===== src/rtl/prdg_pkg.sv =====
// prdg_pkg: widths, register codes and shared types of the pinhole ray generator.
// No dependencies; every rtl file but prdg_chk imports it.
package prdg_pkg;

  localparam int MAX_DIM  = 4096;             // largest usable image dimension
  localparam int DIM_W    = 13;               // image dimension register
  localparam int PIX_W    = 12;               // pixel coordinate
  localparam int FRAC_W   = 16;               // Q0.16 sample fraction
  localparam int Q_W      = PIX_W + FRAC_W;   // sample quotient
  localparam int DIV_BITS = 4;                // quotient bits per divider stage
  localparam int DIV_STG  = Q_W / DIV_BITS;
  localparam int HALF     = 32768;            // 0.5 in Q0.16
  localparam int NUDGE    = 7;                // center-pixel nudge, ~0.0001
  localparam int H_W      = 30;               // centered sample
  localparam int PU_W     = H_W + 17;         // sample times sensor size
  localparam int CU_W     = PU_W - 8;
  localparam int PR_W     = CU_W + 16;
  localparam int PF_W     = 33;               // focal times forward
  localparam int C_W      = 56;               // raw direction component
  localparam int PS_W     = $clog2(C_W);
  localparam int TOP_BIT  = 29;               // msb target after scaling
  localparam int CS_W     = TOP_BIT + 2;      // scaled component, signed
  localparam int A_W      = CS_W;             // its magnitude
  localparam int SQ_W     = 62;               // sum of squares
  localparam int NR_W     = 64;               // root datapath
  localparam int SQ_ITER  = 2;
  localparam int SQ_STG   = (SQ_W / 2 + 1) / SQ_ITER;
  localparam int LEN_W    = 32;
  localparam int DIR_FRAC = 14;
  localparam int QD_BITS  = DIR_FRAC + 1;
  localparam int QD_PER   = 3;
  localparam int QD_STG   = QD_BITS / QD_PER;
  localparam int RW       = A_W + DIR_FRAC + 1;
  localparam int DV_W     = RW + 2;
  localparam int DIR_W    = 16;
  localparam int NEAR_W   = 24;
  localparam int POS_W    = 20;
  localparam int PRD_W    = NEAR_W + 1 + DIR_W;
  localparam int ORG_W    = 20;
  localparam int AX_W     = 16;
  localparam int CFG_W    = 60;
  localparam int NSTG     = DIV_STG + 3 + 5 + SQ_STG + QD_STG + 1;

  typedef enum logic [2:0] {
    REG_WIDTH,
    REG_HEIGHT,
    REG_FORWARD,
    REG_RIGHT,
    REG_UP,
    REG_EYE,
    REG_LENS,
    REG_CLIP
  } reg_idx_e;

  typedef struct packed {
    logic [DIM_W-1:0]           wdim;
    logic [DIM_W-1:0]           hdim;
    logic [2:0][AX_W-1:0]       fwd;
    logic [2:0][AX_W-1:0]       rgt;
    logic [2:0][AX_W-1:0]       upv;
    logic [2:0][POS_W-1:0]      eye;
    logic [15:0]                sens_w;
    logic [15:0]                sens_h;
    logic [15:0]                focal;
    logic [NEAR_W-1:0]          near_d;
    logic [NEAR_W-1:0]          far_d;
  } cfg_t;

  typedef struct packed {
    logic [2:0][A_W-1:0] mag;
    logic [2:0]          neg;
    logic                zero;
  } vec_t;

  typedef struct packed {
    logic [2:0][DIR_W-1:0] dir;
    logic [2:0][ORG_W-1:0] org;
    logic [NEAR_W-1:0]     span;
  } res_t;

endpackage


===== src/rtl/prdg_sqrt.sv =====
// prdg_sqrt: pipelined integer square root, two result bits per stage.
// Depends on prdg_pkg.
module prdg_sqrt
  import prdg_pkg::*;
(
  input  logic             clk_i,
  input  logic             en_i,
  input  logic [SQ_W-1:0]  sum_i,
  input  vec_t             vec_i,
  output logic [LEN_W-1:0] len_o,
  output vec_t             vec_o
);

  function automatic logic [2*NR_W-1:0] sqrt_step(input logic [NR_W-1:0] n,
                                                  input logic [NR_W-1:0] r,
                                                  input logic [NR_W-1:0] b);
    if (n >= r + b) begin
      return {n - (r + b), (r >> 1) + b};
    end
    return {n, r >> 1};
  endfunction

  logic [NR_W-1:0] n_q [SQ_STG];
  logic [NR_W-1:0] r_q [SQ_STG];
  vec_t            v_q [SQ_STG];

  for (genvar s = 0; s < SQ_STG; s++) begin : g_root
    logic [NR_W-1:0] n_in, r_in, n_d, r_d;
    vec_t            v_in;

    if (s == 0) begin : g_first
      assign n_in = NR_W'(sum_i);
      assign r_in = '0;
      assign v_in = vec_i;
    end else begin : g_next
      assign n_in = n_q[s-1];
      assign r_in = r_q[s-1];
      assign v_in = v_q[s-1];
    end

    always_comb begin
      n_d = n_in;
      r_d = r_in;
      for (int j = 0; j < SQ_ITER; j++) begin
        {n_d, r_d} = sqrt_step(n_d, r_d, NR_W'(1) << (SQ_W - 2 * (s * SQ_ITER + j)));
      end
    end

    always_ff @(posedge clk_i) begin
      if (en_i) begin
        n_q[s] <= n_d;
        r_q[s] <= r_d;
        v_q[s] <= v_in;
      end
    end
  end

  assign len_o = r_q[SQ_STG-1][LEN_W-1:0];
  assign vec_o = v_q[SQ_STG-1];

endmodule


===== config.mk =====
export PLATFORM = sky130hd
export DESIGN_NAME = prdg_sqrt
export DESIGN_NICKNAME = d
export VERILOG_FILES = /design/src/rtl/prdg_pkg.sv /design/src/rtl/prdg_sqrt.sv
export SDC_FILE = /design/constraint.sdc
export NUM_CORES = 2
export LEC_CHECK = 0
export BUFFER_PORTS_ARGS = -buffer_cell sky130_fd_sc_hd__buf_2
export CAP_MARGIN = 40
export CORE_MARGIN = 5
export CORE_UTILIZATION = 67
export CTS_BUF_LIST = sky130_fd_sc_hd__clkbuf_2
export CTS_CLUSTER_DIAMETER = 40
export CTS_CLUSTER_SIZE = 25
export DETAILED_ROUTE_END_ITERATION = 6
export GPL_ROUTABILITY_DRIVEN = 0
export PLACE_DENSITY = 0.9
export SLEW_MARGIN = 20
export SYNTH_ARGS = -nofsm -noshare
export SYNTH_HDL_FRONTEND = slang
export SYNTH_SLANG_ARGS = --single-unit

===== constraint.sdc =====
create_clock -name clk_i -period 18.9 [get_ports clk_i]
set_input_delay 4.725 -clock clk_i [delete_from_list [all_inputs] [get_ports clk_i]]
set_output_delay 4.725 -clock clk_i [all_outputs]
set_load 0.03 [all_outputs]

# Word-level counts from Yosys, hierarchy flattened
# Memory sizes are Yosys's and may differ from the RTL's.
# Cells that the tools add are included.
op_classes:
  addsub: 94
  magnitude_cmp: 32
  mux: 98
op_table:
  columns: ["op", "count"]
  rows:
  - ["128-bit two-way mux", 64]
  - ["64-bit greater-or-equal comparator", 31]
  - ["64-bit subtractor", 31]
  - ["63-bit by 1-bit adder with 64-bit output (second input constant)", 1]
  - ["63-bit by 11-bit adder with 64-bit output (second input constant)", 1]
  - ["63-bit by 13-bit adder with 64-bit output (second input constant)", 1]
  - ["63-bit by 15-bit adder with 64-bit output (second input constant)", 1]
  - ["63-bit by 17-bit adder with 64-bit output (second input constant)", 1]
  - ["63-bit by 19-bit adder with 64-bit output (second input constant)", 1]
  - ["63-bit by 21-bit adder with 64-bit output (second input constant)", 1]
  - ["63-bit by 23-bit adder with 64-bit output (second input constant)", 1]
  - ["63-bit by 25-bit adder with 64-bit output (second input constant)", 1]
  - ["63-bit by 27-bit adder with 64-bit output (second input constant)", 1]
  - ["63-bit by 29-bit adder with 64-bit output (second input constant)", 1]
  - ["63-bit by 3-bit adder with 64-bit output (second input constant)", 1]
  - ["63-bit by 31-bit adder with 64-bit output (second input constant)", 1]
  - ["63-bit by 33-bit adder with 64-bit output (second input constant)", 1]
  - ["63-bit by 35-bit adder with 64-bit output (second input constant)", 1]
  - ["63-bit by 37-bit adder with 64-bit output (second input constant)", 1]
  - ["63-bit by 39-bit adder with 64-bit output (second input constant)", 1]
  - ["63-bit by 41-bit adder with 64-bit output (second input constant)", 1]
  - ["63-bit by 43-bit adder with 64-bit output (second input constant)", 1]
  - ["63-bit by 45-bit adder with 64-bit output (second input constant)", 1]
  - ["63-bit by 47-bit adder with 64-bit output (second input constant)", 1]
  - ["44 further kinds", 77]
totals:
  memories: 3
  ff_bits: 0
  output_inout_bits: 129
  inputBits: 161
  ram_bits: 3600
  word_cells: 227
memory_table:
  columns: ["name", "words", "word_bits", "read_ports", "rd_ports_with_merged_regs", "wr", "line", "text"]
  rows:
  - ["v_q", 16, 97, 16, 0, 16, "prdg_sqrt.sv:25", "vec_t v_q [SQ_STG];"]
  - ["n_q", 16, 64, 15, 0, 16, "prdg_sqrt.sv:23", "logic [NR_W-1:0] n_q [SQ_STG];"]
  - ["r_q", 16, 64, 16, 0, 16, "prdg_sqrt.sv:24", "logic [NR_W-1:0] r_q [SQ_STG];"]

# Longest topological paths before layout
# An unclocked memory read counts as a cell.
logic_depth:
  depth_word: 9
  depth_mapped: 32
  depth_no_buf: 28

# Worst setup path after synthesis
# OpenSTA, ideal clock, no wires.
synth_timing:
  path_kind: "register to register"
  from: "mem n_q[9][55] (netlist: n_q[1][119])"
  to: "mem n_q[10][55] (netlist: n_q[1][183]), data pin"
  required_ps: 18635
  setup_slack_ps: 12074
  setup_time_ps: 265
  arrival_time_ps: 6561
  path_stages_with_launch: 24
  n_path_buf: 2
  synth_period_minus_slack_ps: 6826
  cell_sequence: "edfxtp_1 > or4_1 > or4_1 > or3_1 > a211o_1 > or2_1 > or2_2 > inv_2 > clkbuf_1 > clkbuf_1 > nand2_1 > nand2_1 > ha_1 > a21o_1 > a211o_1 > a2111oi_0 > a2111oi_0 > a221oi_1 > o21ai_0 > a21o_1 > a211oi_1 > nand3_1 > nor4b_1 > xnor2_1"
synth_rtl:
  columns: ["item", "line"]
  rows:
  - ["start: declaration", "prdg_sqrt.sv:23"]

==> results.toml <==
[status]
outcome = "complete, but fails checks"
violations = "design-rule violations"

[clocking]
htree_levels = 5
insertion_delay_ns = 1.96
cts_made_buffers = 316
path_clk_slew_ns = 0.28
cts.sinks = 2767
cts-resized-gates = 0
cts_setup_buffers = 0
cts_tree = "yes"
cts_hold_buf = 0
root_buffer = "clkbuf_2"
cts_buffer_depth = 4

[setup_path]
worst_setup_path_end_kind = "flop"
critPathLaunch = "n_q[1][206]"
r2r_cells = 23
ff2ff_setup_slack_ns = 10.44
start_kind = "flop"
criticalPathCategory = "flop to flop"
crit_fanout = 40
crit_arrival_ns = 9.87
required_ns = 20.31
r2r_start = "n_q[1][206]"
worstReg2RegEnd = "n_q[1][318]"
crit_end = "n_q[1][318]"

[drt]
routedWlPerCell_um = 21.7
drtIter0Drc = 10900
drt_wl_total_um = 284000
via_count = 84900
viasPerCell = 6.50
antenna_left = 0
drc_errors = 38
dr.pass1.iters = 7

[timing]
fmax_mhz = 118
finalSetupTns_ns = 0
rsz0062_at_grt = "false"
period_minus_slack_ns = 8.46
finClkSkew_ns = 0.350
fin_crit_sh_pct = 44.8
hold_viol_final = 0
maxSlewViolCount = 0
max-slew-margin-rel_pct = 22.0
tightest_slew_ns = 1.17
setup_viol = 0

[synthesis]
ys_warn_count = 0
syn_inst = 9845
synth_seq_cells = 2767
synth_seq_area_share_pct = 64.7
synthFlopType = "edfxtp_1"
synth_nets = 10500
synth.avg_cell_area_um2 = 13.0
async_flop_share_pct = 0
synth-edff-count = 2767
syn_area_mm2 = 0.128
yosysUniqueCellTypes = 106

[die]
die-area_mm2 = 0.201
die_height_um = 448
core_area_mm2 = 0.190
start_util_pct = 67.5
rows = 160
io_pins = 290
die_w_um = 448

[finish]
syn_to_final_growth_pct = 6.91
design_area_mm2 = 0.137
area.sequential_mm2 = 0.0831
nets = 11000
multi_input_area_mm2 = 0.0427
n_fill_cell = 11300
layout-drive-gt1-share_pct = 10.6

[global_route]
grt_pass1_vias = 83400
grt_util_all_layers_pct = 27.8
grt_max_degree = 217
grt-ovfl-total = 0
grt_first_pass_wirelength_um = 443000
grt_antenna_before_repair = 13

[job]
cap_violations = 0

[power_and_ir_drop]
vdd_drop_max_mv = 0.0979
power_uw = 16500
powerDensity_mw_per_mm2 = 120
leakage_uw = 0.0508

[placed_design]
placed_cell_area_mm2 = 0.133
portBuffers = 288
place_hpwl_um = 196000

[hold_path]
hold_path_class = "flop to flop"
through the flow:
| step | hold slack (ns) | util [%] | setup slack [ns] | std cells |
|---|---|---|---|---|
| global route | 0.238 | 72.1 | 9.98 | 13100 |
| finish | 0.259 | 72.1 | 10.44 | 13100 |
| floorplan | 0.400 | - | 12.07 | 9845 |
| global placement | 0.400 | 69.6 | 10.13 | 12400 |
| CTS | 0.264 | 72.1 | 10.66 | 13000 |
| detailed placement | 0.405 | 69.8 | 9.95 | 12500 |
cell families (layout without fill, tap and decap cells):
kind of cell	Yosys count	count (layout)	synth area share [%]
AO/OA/AOI/OAI	2037	2037	10.2
multiplexers	92	92	0.793
flip-flops	2767	2767	64.7
AND/OR/NAND/NOR	2886	2886	11.4
XOR/XNOR	812	812	5.54
adder cells (fa/ha/maj)	539	539	5.25
other	1	19	0.00292
buffers and inverters	711	1390	2.13
Yosys cell counts, types with 14 or more instances:
cell type,number,area (um2)
nand4_1,166,1040
nor4b_1,26,228
or3_1,112,701
edfxtp_1,2767,83100
a21boi_0,33,248
nand2_1,652,2450
xor2_1,316,2770
o21ai_0,373,1870
o2111ai_1,20,175
nor3_1,231,1160
nor3b_1,34,255
nand3b_1,31,233
o21bai_1,65,488
nand4b_1,21,184
a211o_1,19,166
a211oi_1,66,495
and3_1,76,475
o211ai_1,50,375
buf_1,15,56.3
a21oi_1,663,3320
nor2_1,692,2600
a2111oi_0,24,210
nand3_1,201,1010
xnor2_1,496,4340
and4_1,22,193
a21o_1,267,2000
inv_1,452,1700
o41ai_1,14,123
o31a_1,25,219
a311oi_1,15,131
a31oi_1,60,375
o21a_1,101,758
mux2i_1,17,170
a31o_2,16,140
or4_1,68,510
o211a_1,15,150
ha_1,539,6740
mux2_2,67,754
clkbuf_1,213,800
nor4_1,239,1500
nor2b_1,72,450
nand2b_1,70,438
or2_2,66,413
and2_1,59,369
o31ai_1,62,465
where the power goes:
group	switching, uW	leakage (uW)	internal, uW
clock	2280	0.00264	994
sequential	471	0.0268	7600
combinational	3130	0.0213	2060
cells in the final DEF (no fill, tap or decap), types with 67 or more instances in the layout:
master / n
and3_1: 76
nor2_1: 692
buf_2: 295
nor4_1: 239
o21ai_0: 373
or4_1: 68
mux2_2: 67
nand4_1: 166
nor2b_1: 72
nor3_1: 231
or3_1: 112
nand2_1: 652
xnor2_1: 496
nand3_1: 201
nand2b_1: 70
a21o_1: 267
a21oi_1: 663
edfxtp_1: 2767
o21a_1: 101
ha_1: 539
clkbuf_2: 340
inv_1: 452
xor2_1: 316
area by class of cell:
| cell class | instances | area share [%] |
|---|---|---|
| clock buffer | 332 | 1.21 |
| timing repair buffer | 370 | 1.69 |
| clock inverter | 227 | 1.95 |
| tap | 2511 | 2.29 |
| inverter | 461 | 1.26 |
| multi-input combinational | 6367 | 31.1 |
| antenna | 18 | 0.0328 |
| sequential | 2767 | 60.5 |
how the worst min path moves through the flow:
stage / from / end / slack (ns) / depth (start not counted)
floorplan: v_q[0][3] / v_q[0][100] / 0.40 / 0
CTS: v_q[0][118] / v_q[0][215] / 0.26 / 0
global placement: v_q[1][560] / v_q[1][657] / 0.40 / 0
detailed placement: v_q[0][61] / v_q[0][158] / 0.40 / 0
global route: v_q[0][118] / v_q[0][215] / 0.24 / 0
finish: r_q[1][220] / r_q[1][282] / 0.26 / 0
critical path, cell delays in order, from the launching register on:
cell and delay [ns]:
edfxtp_1 0.60, inv_1 0.14, ha_1 0.30, nor2b_1 0.27
o2111ai_1 0.23, a21boi_0 0.52, o21a_1 0.33, or2_2 0.72
inv_1 0.57, o21ai_0 0.40, ha_1 0.38, and3_1 0.25
a221oi_1 0.26, o21ai_0 0.15, a21oi_1 0.25, o21a_1 0.17
o21bai_1 0.06, a21oi_1 0.44, o31ai_1 0.22, nand2b_1 0.25
nor4_1 0.60, nand2_1 0.20, or4_1 0.53, xnor2_1 0.15
metal layers:
| metal | GRT usage, % | vias to the layer above | share of wire, % |
|---|---|---|---|
| li1 | - | 38400 | - |
| met1 | 32.1 | 39400 | 35 |
| met2 | 48.2 | 5430 | 50 |
| met3 | 4.68 | 1621 | 8.2 |
| met4 | 17.8 | 2 | 7.8 |
| met5 | 0 | - | 0.0053 |
registers in the layout, indices dropped and copies added, names as in the netlist:
signal	cells
n_q	959
r_q	256
v_q	1552
(Power assumes the default switching activity.)
